--- src/design/burh_pkg.sv ---
// Shared types and constants for the bounded undo/redo history.
`default_nettype none

package burh_pkg;

   localparam int DEPTH_DEF        = 16;
   localparam int PAYLOAD_BITS_DEF = 32;
   localparam int WORD_BITS        = 32;
   localparam int OPCODE_BITS      = 2;

   typedef enum logic [OPCODE_BITS-1:0] {
      OP_PUSH  = 2'd0,
      OP_UNDO  = 2'd1,
      OP_REDO  = 2'd2,
      OP_CLEAR = 2'd3
   } opcode_type;

   // Shift controls for the cell row; "deeper" moves toward higher cell index.
   typedef struct packed {
      logic undo_deeper;
      logic undo_shallower;
      logic redo_deeper;
      logic redo_shallower;
   } shift_ctl_type;

endpackage

`default_nettype wire

--- src/design/bounded_undo_redo_history.sv ---
// Bounded undo/redo history built as two stacks in a row of shifting cells.
// An accepted request's result is in the output register in the next cycle.
// Throughput: one request per cycle unless stalled; each shifts the cell row at most one place.
// A request is taken whenever the output register is empty or being drained.
// Reset clears the cursor, the entry count and the output valid, and sets numbering to 1.
// Cell contents are not reset; only slots below the entry count are ever returned.
`default_nettype none

module bounded_undo_redo_history #(
   parameter int DEPTH        = burh_pkg::DEPTH_DEF,
   parameter int PAYLOAD_BITS = burh_pkg::PAYLOAD_BITS_DEF
) (
   input  wire logic        clock,
   input  wire logic        reset,
   input  wire logic        req_tvalid,
   output logic             req_tready,
   input  wire logic [63:0] req_tdata,   // push_sequence[31:0], push_payload[63:32]
   input  wire logic [1:0]  req_tuser,   // opcode[1:0]
   output logic             rsp_tvalid,
   input  wire logic        rsp_tready,
   output logic      [71:0] rsp_tdata,   // entry_sequence[31:0], entry_payload[63:32],
                                         // undo_available[64], redo_available[65], zero pad
   output logic             rsp_tuser    // ok[0]
);

   localparam int WORD_BITS  = burh_pkg::WORD_BITS;
   localparam int ENTRY_BITS = WORD_BITS + PAYLOAD_BITS;
   localparam int CNT_BITS   = $clog2(DEPTH + 1);
   localparam logic [CNT_BITS-1:0] FULL_CNT = CNT_BITS'(DEPTH);

   logic                     fire;
   burh_pkg::opcode_type     opcode;
   logic [WORD_BITS-1:0]     push_sequence;
   logic [PAYLOAD_BITS-1:0]  push_payload;

   logic [CNT_BITS-1:0]  cursor_ff, cursor_in;
   logic [CNT_BITS-1:0]  count_ff, count_in;
   logic [WORD_BITS-1:0] next_ff, next_in;
   logic [WORD_BITS-1:0] assigned_seq;

   logic                 rsp_valid_ff, rsp_valid_in;
   logic                 ok_ff, ok_in;
   logic [WORD_BITS-1:0] seq_ff, seq_in;
   logic [WORD_BITS-1:0] pay_ff, pay_in;
   logic                 undo_av_ff, undo_av_in;
   logic                 redo_av_ff, redo_av_in;

   burh_pkg::shift_ctl_type ctl;
   logic [ENTRY_BITS-1:0]   undo_q [DEPTH];
   logic [ENTRY_BITS-1:0]   redo_q [DEPTH];
   logic [ENTRY_BITS-1:0]   undo_head_in;
   logic [ENTRY_BITS-1:0]   new_entry;

   assign req_tready    = !rsp_valid_ff || rsp_tready;
   assign fire          = req_tvalid && req_tready;
   assign opcode        = burh_pkg::opcode_type'(req_tuser);
   assign push_sequence = req_tdata[WORD_BITS-1:0];
   assign push_payload  = req_tdata[WORD_BITS +: PAYLOAD_BITS];

   assign assigned_seq  = (push_sequence == '0) ? next_ff : push_sequence;
   assign new_entry     = {assigned_seq, push_payload};
   assign undo_head_in  = (opcode == burh_pkg::OP_PUSH) ? new_entry : redo_q[0];

   always_comb begin
      cursor_in    = cursor_ff;
      count_in     = count_ff;
      next_in      = next_ff;
      ctl          = '0;
      rsp_valid_in = rsp_valid_ff && !rsp_tready;
      ok_in        = ok_ff;
      seq_in       = seq_ff;
      pay_in       = pay_ff;
      undo_av_in   = undo_av_ff;
      redo_av_in   = redo_av_ff;
      if (fire) begin
         rsp_valid_in = 1'b1;
         ok_in        = 1'b0;
         seq_in       = '0;
         pay_in       = '0;
         case (opcode)
            burh_pkg::OP_PUSH: begin
               // Drop the redo tail; the bottom cell falls off when full.
               ctl.undo_deeper = 1'b1;
               if (cursor_ff != FULL_CNT) begin
                  cursor_in = cursor_ff + CNT_BITS'(1);
               end
               count_in = (cursor_ff != FULL_CNT) ? cursor_ff + CNT_BITS'(1) : cursor_ff;
               if (push_sequence == '0) begin
                  next_in = next_ff + WORD_BITS'(1);
               end else if (next_ff <= push_sequence) begin
                  next_in = push_sequence + WORD_BITS'(1);
               end
               ok_in  = 1'b1;
               seq_in = assigned_seq;
            end
            burh_pkg::OP_UNDO: begin
               if (cursor_ff != '0) begin
                  ctl.undo_shallower = 1'b1;
                  ctl.redo_deeper    = 1'b1;
                  cursor_in = cursor_ff - CNT_BITS'(1);
                  ok_in     = 1'b1;
                  seq_in    = undo_q[0][ENTRY_BITS-1 -: WORD_BITS];
                  pay_in    = WORD_BITS'(undo_q[0][PAYLOAD_BITS-1:0]);
               end
            end
            burh_pkg::OP_REDO: begin
               if (cursor_ff < count_ff) begin
                  ctl.redo_shallower = 1'b1;
                  ctl.undo_deeper    = 1'b1;
                  cursor_in = cursor_ff + CNT_BITS'(1);
                  ok_in     = 1'b1;
                  seq_in    = redo_q[0][ENTRY_BITS-1 -: WORD_BITS];
                  pay_in    = WORD_BITS'(redo_q[0][PAYLOAD_BITS-1:0]);
               end
            end
            burh_pkg::OP_CLEAR: begin
               cursor_in = '0;
               count_in  = '0;
               next_in   = WORD_BITS'(1);
               ok_in     = 1'b1;
            end
            default: begin
               ok_in = 1'b0;
            end
         endcase
         undo_av_in = (cursor_in != '0);
         redo_av_in = (cursor_in < count_in);
      end
   end

   always_ff @(posedge clock) begin
      if (reset) begin
         cursor_ff    <= '0;
         count_ff     <= '0;
         next_ff      <= WORD_BITS'(1);
         rsp_valid_ff <= 1'b0;
      end else begin
         cursor_ff    <= cursor_in;
         count_ff     <= count_in;
         next_ff      <= next_in;
         rsp_valid_ff <= rsp_valid_in;
      end
   end

   always_ff @(posedge clock) begin
      ok_ff      <= ok_in;
      seq_ff     <= seq_in;
      pay_ff     <= pay_in;
      undo_av_ff <= undo_av_in;
      redo_av_ff <= redo_av_in;
   end

   for (genvar i = 0; i < DEPTH; i++) begin : g_cell
      logic [ENTRY_BITS-1:0] undo_near, undo_far, redo_near, redo_far;
      if (i == 0) begin : g_head
         assign undo_near = undo_head_in;
         assign redo_near = undo_q[0];
      end else begin : g_body
         assign undo_near = undo_q[i-1];
         assign redo_near = redo_q[i-1];
      end
      if (i == DEPTH - 1) begin : g_tail
         assign undo_far = undo_q[i];
         assign redo_far = redo_q[i];
      end else begin : g_link
         assign undo_far = undo_q[i+1];
         assign redo_far = redo_q[i+1];
      end
      burh_cell #(
         .ENTRY_BITS(ENTRY_BITS)
      ) u_cell (
         .clock    (clock),
         .ctl      (ctl),
         .undo_near(undo_near),
         .undo_far (undo_far),
         .redo_near(redo_near),
         .redo_far (redo_far),
         .undo_q   (undo_q[i]),
         .redo_q   (redo_q[i])
      );
   end

   assign rsp_tvalid = rsp_valid_ff;
   assign rsp_tuser  = ok_ff;
   assign rsp_tdata  = {6'd0, redo_av_ff, undo_av_ff, pay_ff, seq_ff};

   a_cursor_bound: assert property (@(posedge clock) disable iff (reset)
      cursor_ff <= count_ff)
      else $error("cursor beyond entry count");

   a_count_bound: assert property (@(posedge clock) disable iff (reset)
      count_ff <= FULL_CNT)
      else $error("entry count beyond depth");

   a_push_result: assert property (@(posedge clock) disable iff (reset)
      fire && opcode == burh_pkg::OP_PUSH |=> rsp_tvalid && ok_ff && undo_av_ff && !redo_av_ff)
      else $error("push result not flagged as success");

   a_failed_undo: assert property (@(posedge clock) disable iff (reset)
      fire && opcode == burh_pkg::OP_UNDO && cursor_ff == '0 |=> $stable(cursor_ff) && !ok_ff)
      else $error("undo with empty history changed state");

endmodule

`default_nettype wire

--- src/design/burh_cell.sv ---
// One history cell: holds one undo-stack slot and one redo-stack slot.
`default_nettype none

module burh_cell #(
   parameter int ENTRY_BITS = burh_pkg::WORD_BITS + burh_pkg::PAYLOAD_BITS_DEF
) (
   input  wire logic                    clock,
   input  wire burh_pkg::shift_ctl_type ctl,
   input  wire logic [ENTRY_BITS-1:0]   undo_near,
   input  wire logic [ENTRY_BITS-1:0]   undo_far,
   input  wire logic [ENTRY_BITS-1:0]   redo_near,
   input  wire logic [ENTRY_BITS-1:0]   redo_far,
   output logic      [ENTRY_BITS-1:0]   undo_q,
   output logic      [ENTRY_BITS-1:0]   redo_q
);

   logic [ENTRY_BITS-1:0] undo_ff, undo_in;
   logic [ENTRY_BITS-1:0] redo_ff, redo_in;

   always_comb begin
      if (ctl.undo_deeper) begin
         undo_in = undo_near;
      end else if (ctl.undo_shallower) begin
         undo_in = undo_far;
      end else begin
         undo_in = undo_ff;
      end
      if (ctl.redo_deeper) begin
         redo_in = redo_near;
      end else if (ctl.redo_shallower) begin
         redo_in = redo_far;
      end else begin
         redo_in = redo_ff;
      end
   end

   // Entries are undefined until written, so no reset.
   always_ff @(posedge clock) begin
      undo_ff <= undo_in;
      redo_ff <= redo_in;
   end

   assign undo_q = undo_ff;
   assign redo_q = redo_ff;

endmodule

`default_nettype wire
--- config.mk ---
export PLATFORM = sky130hd
export DESIGN_NAME = bounded_undo_redo_history
export DESIGN_NICKNAME = d
export VERILOG_FILES = /design/src/design/burh_pkg.sv /design/src/design/bounded_undo_redo_history.sv /design/src/design/burh_cell.sv
export SDC_FILE = /design/constraint.sdc
export NUM_CORES = 2
export LEC_CHECK = 0
export BUFFER_PORTS_ARGS = -buffer_cell sky130_fd_sc_hd__buf_2
export CAP_MARGIN = 20
export CELL_PAD_IN_SITES_DETAIL_PLACEMENT = 0
export CELL_PAD_IN_SITES_GLOBAL_PLACEMENT = 2
export CORE_MARGIN = 8
export CORE_UTILIZATION = 38
export DETAILED_ROUTE_END_ITERATION = 12
export PLACE_DENSITY_LB_ADDON = 0.1
export RECOVER_POWER = 100
export SETUP_SLACK_MARGIN = 0.3
export SLEW_MARGIN = 20
export SYNTH_ARGS = -nofsm -noshare
export SYNTH_HDL_FRONTEND = slang
export SYNTH_SLANG_ARGS = --single-unit
--- constraint.sdc ---
create_clock -name clock -period 55.1 [get_ports clock]
set_input_delay 11.02 -clock clock [delete_from_list [all_inputs] [get_ports clock]]
set_output_delay 11.02 -clock clock [all_outputs]
set_load 0.05 [all_outputs]
==> impl_metrics.tcl <==
set metrics [dict create \
    outcome "complete, but fails checks" \
    failed_checks "capacitance limit, slew limit" \
    wl_per_cell_microns 16.1 \
    syn_area_sq_um 92600 \
    worstHoldPathType "register to register" \
    fin_crit_sh 0.597 \
    leakage_uw 0.0419 \
    synthToLayoutAreaGrowth_pct 11.3 \
    layout.cells.non_filler 12500 \
    seq_area_frac_synth 0.695 \
    insertion_delay_ns 0.85 \
    clock-sinks 2158 \
    routed_wl_microns 200000 \
    swShare 0.238 \
    cts_tree "done" \
    nets 9168 \
    grtUsageTotal 0.150 \
    arrival_ns 33.54 \
    multi_input_area_sq_um 26000 \
    detail-route-antenna-nets 0 \
    synthFlopType "edfxtp_1" \
    die-area_sq_um 260000 \
    dr.pass1.iters 6 \
    drv_cap 59 \
    grt_pass1_wl_microns 325000 \
    htreeDepth 4 \
    numCtsBuffers 239 \
    worst-path-max-fanout 202 \
    ctsHoldBuffers 0 \
    postCtsSetupBuffers 0 \
    die_w_microns 510 \
    crit_type "primary input to register" \
    cts_resized 0 \
    layout-drive-gt1-share 0.0448 \
    drc_errors 0 \
    combPwrFrac 0.080 \
    final_util 0.424 \
    grt_setup_unrepaired "false" \
    p_sw_uw 914 \
    async_reset_ff_frac 0 \
    clockRootBuffer "clkbuf_16" \
    power.internal_uw 2930 \
    grt_max_degree 221 \
    critPathRequiredTime_ns 55.76 \
    io_pins 145 \
    cts.path.max_buffers 3 \
    yosys_warnings 0 \
    synth_cells 9077 \
    synth_seq_cells 2158 \
    yosysUniqueCellTypes 71 \
    avgSynthCellArea_sq_um 10.2 \
    grt-ovfl-total 0 \
    pwr-share-seq 0.526 \
    seq_area_sq_um 64400 \
    setup.worst_path.start_class "primary input" \
    drt_iter0_markers 4676 \
    port_buffers 138 \
    numPlacedInstances 12000 \
    grt_pass1_vias 59900 \
    routed_via_density 4.86 \
    setup_viol 0 \
    ir_drop_uv 24.3 \
    slew_headroom -5.32 \
    start_util 0.381 \
    endpoint_kind "register" \
    finalSetupTns_ns 0 \
    dpl_cell_area_sq_um 96000 \
    slew_violations 5144 \
    clk_pin_slew_ns 0.06 \
    tightest_slew_ns 9.48 \
    antenna_found_initial 9 \
    coreArea_sq_um 243000 \
    max_freq_mhz 30.4 \
    vias 60600 \
    fill_cells 23900 \
    skew_ns 0.0206 \
    clkPwrFrac 0.394 \
    gp_congestion 0.767 \
    fin_area_sq_um 103000 \
    synth-edff-count 2115 \
    die_y_microns 510 \
    power_density_nw_per_um2 37.3 \
    hold_viol_final 0 \
    dp_hpwl_microns 112000 \
    min_period_ns 32.88 \
    rows 181 \
]
cell families (layout without fill, tap and decap cells):
logic type / after synthesis / in the layout / synth area share
adder cells (fa/ha/maj): 47 / 47 / 0.00635
buffers and inverters: 549 / 717 / 0.0242
XOR/XNOR: 32 / 32 / 0.00303
flip-flops: 2158 / 2158 / 0.695
other: 1 / 9 / 0.0000405
AND/OR/NAND/NOR: 5938 / 5938 / 0.244
AO/OA/AOI/OAI: 296 / 296 / 0.0211
multiplexers: 56 / 56 / 0.00606
cell type report:
type	count	share of cell area
flip-flops and latches	2158	0.625
multi-input cells	6375	0.252
clock buffers	318	0.0625
well taps	3202	0.0389
repair buffers	214	0.00974
clock inverters	122	0.00898
inverters	63	0.00233
diodes	3	0.0000729
layer usage:
metal  global-route usage  wire length (microns)
met5                    0                      0
met1                0.221                  99100
met3               0.0272                   9310
met2                0.232                  87500
met4               0.0376                   4050
layout by cell type (no fill, tap or decap), types with 4 or more instances in the layout:
master,instances
edfxtp_1,2115
o32ai_1,4
ha_1,46
a21o_1,4
a21oi_1,65
a222oi_1,20
buf_4,16
bufinv_16,12
o31ai_1,4
xnor2_1,24
clkbuf_8,5
nand4_1,17
clkinv_1,68
inv_6,4
nor2_1,113
xor2_1,8
nor4_2,4
or3_1,12
buf_2,67
clkbuf_16,244
mux2i_1,56
nand3_1,16
dfxtp_1,43
a22oi_1,34
conb_1,6
o211ai_1,7
nand2_1,5723
and3_1,4
nand4b_1,5
a31oi_1,4
nor3_1,12
nor4_1,15
inv_1,58
nand2b_1,4
clkinv_2,30
clkbuf_1,197
a221oi_1,15
o21ai_0,107
path summary, 6_finish.rpt:
check	cells past startpoint	slack (ns)	end	start
worst max-delay path	11	22.23	g_cell[1].u_cell.undo_q[18]$_DFFE_PP_	req_tuser[0]
worst min-delay path	0	0.45	g_cell[15].u_cell.redo_q[43]$_DFFE_PP_	g_cell[14].u_cell.redo_q[43]$_DFFE_PP_
worst max register to register	11	31.69	g_cell[1].u_cell.undo_q[18]$_DFFE_PP_	cursor_ff[1]$_SDFFE_PP0P_
worst min register to register	0	0.45	g_cell[15].u_cell.redo_q[43]$_DFFE_PP_	g_cell[14].u_cell.redo_q[43]$_DFFE_PP_
registers in the layout, indices dropped and copies added (netlist names):
| register | count |
|---|---|
| redo_av_ff | 1 |
| rsp_tvalid | 1 |
| pay_ff | 32 |
| count_ff | 5 |
| undo_av_ff | 1 |
| next_ff | 32 |
| rsp_tuser | 1 |
| g_cell.u_cell.redo_q | 1024 |
| cursor_ff | 5 |
| g_cell.u_cell.undo_q | 1024 |
| seq_ff | 32 |
critical path: stages:
cell and delay [ns]:
clkbuf_1 0.12, inv_1 0.10, ha_1 0.33, o211a_1 1.73, o21ai_0 1.06, clkinvlp_2 3.10
clkbuf_1 2.31, clkbuf_1 6.53, clkbuf_1 5.88, nand2_1 0.84, nand2_1 0.27
metrics by stage:
stage	total power, uW	hold slack (ns)	worst slack (ns)
2_1_floorplan	2370	0.426	0.783
3_5_place_dp	2340	0.434	32.56
6_report	3840	0.446	22.23
3_3_place_gp	2330	0.427	32.56
4_1_cts	3880	0.440	32.56
5_1_grt	4030	0.453	19.73
power by group through the flow:
stage / sequential [uW] / combinational [uW] / clock, uW
3_3_place_gp: 2030 / 295 / 0
5_1_grt: 2040 / 352 / 1640
4_1_cts: 2000 / 302 / 1580
6_report: 2020 / 307 / 1520
3_5_place_dp: 2040 / 301 / 0
2_1_floorplan: 2170 / 205 / 0
Yosys cell counts, drive strengths merged, types with 5 or more instances:
library cell / n / area (sq um)
a21oi: 66 / 330
a221oi: 15 / 131
a222oi: 20 / 200
a22oi: 34 / 255
buf: 141 / 706
clkbuf: 345 / 1290
dfxtp: 43 / 861
edfxtp: 2115 / 63500
ha: 47 / 588
inv: 62 / 233
mux2i: 56 / 561
nand2: 5724 / 21500
nand3: 16 / 80.1
nand4: 17 / 106
nand4b: 5 / 43.8
nor2: 114 / 428
nor3: 13 / 70.1
nor4: 19 / 144
o211ai: 7 / 52.6
o21ai: 109 / 549
o31ai: 7 / 76.3
o32ai: 6 / 78.8
or3: 12 / 75.1
xnor2: 24 / 210
xor2: 8 / 70.1
No activity file was read; power rests on OpenSTA's default activity.
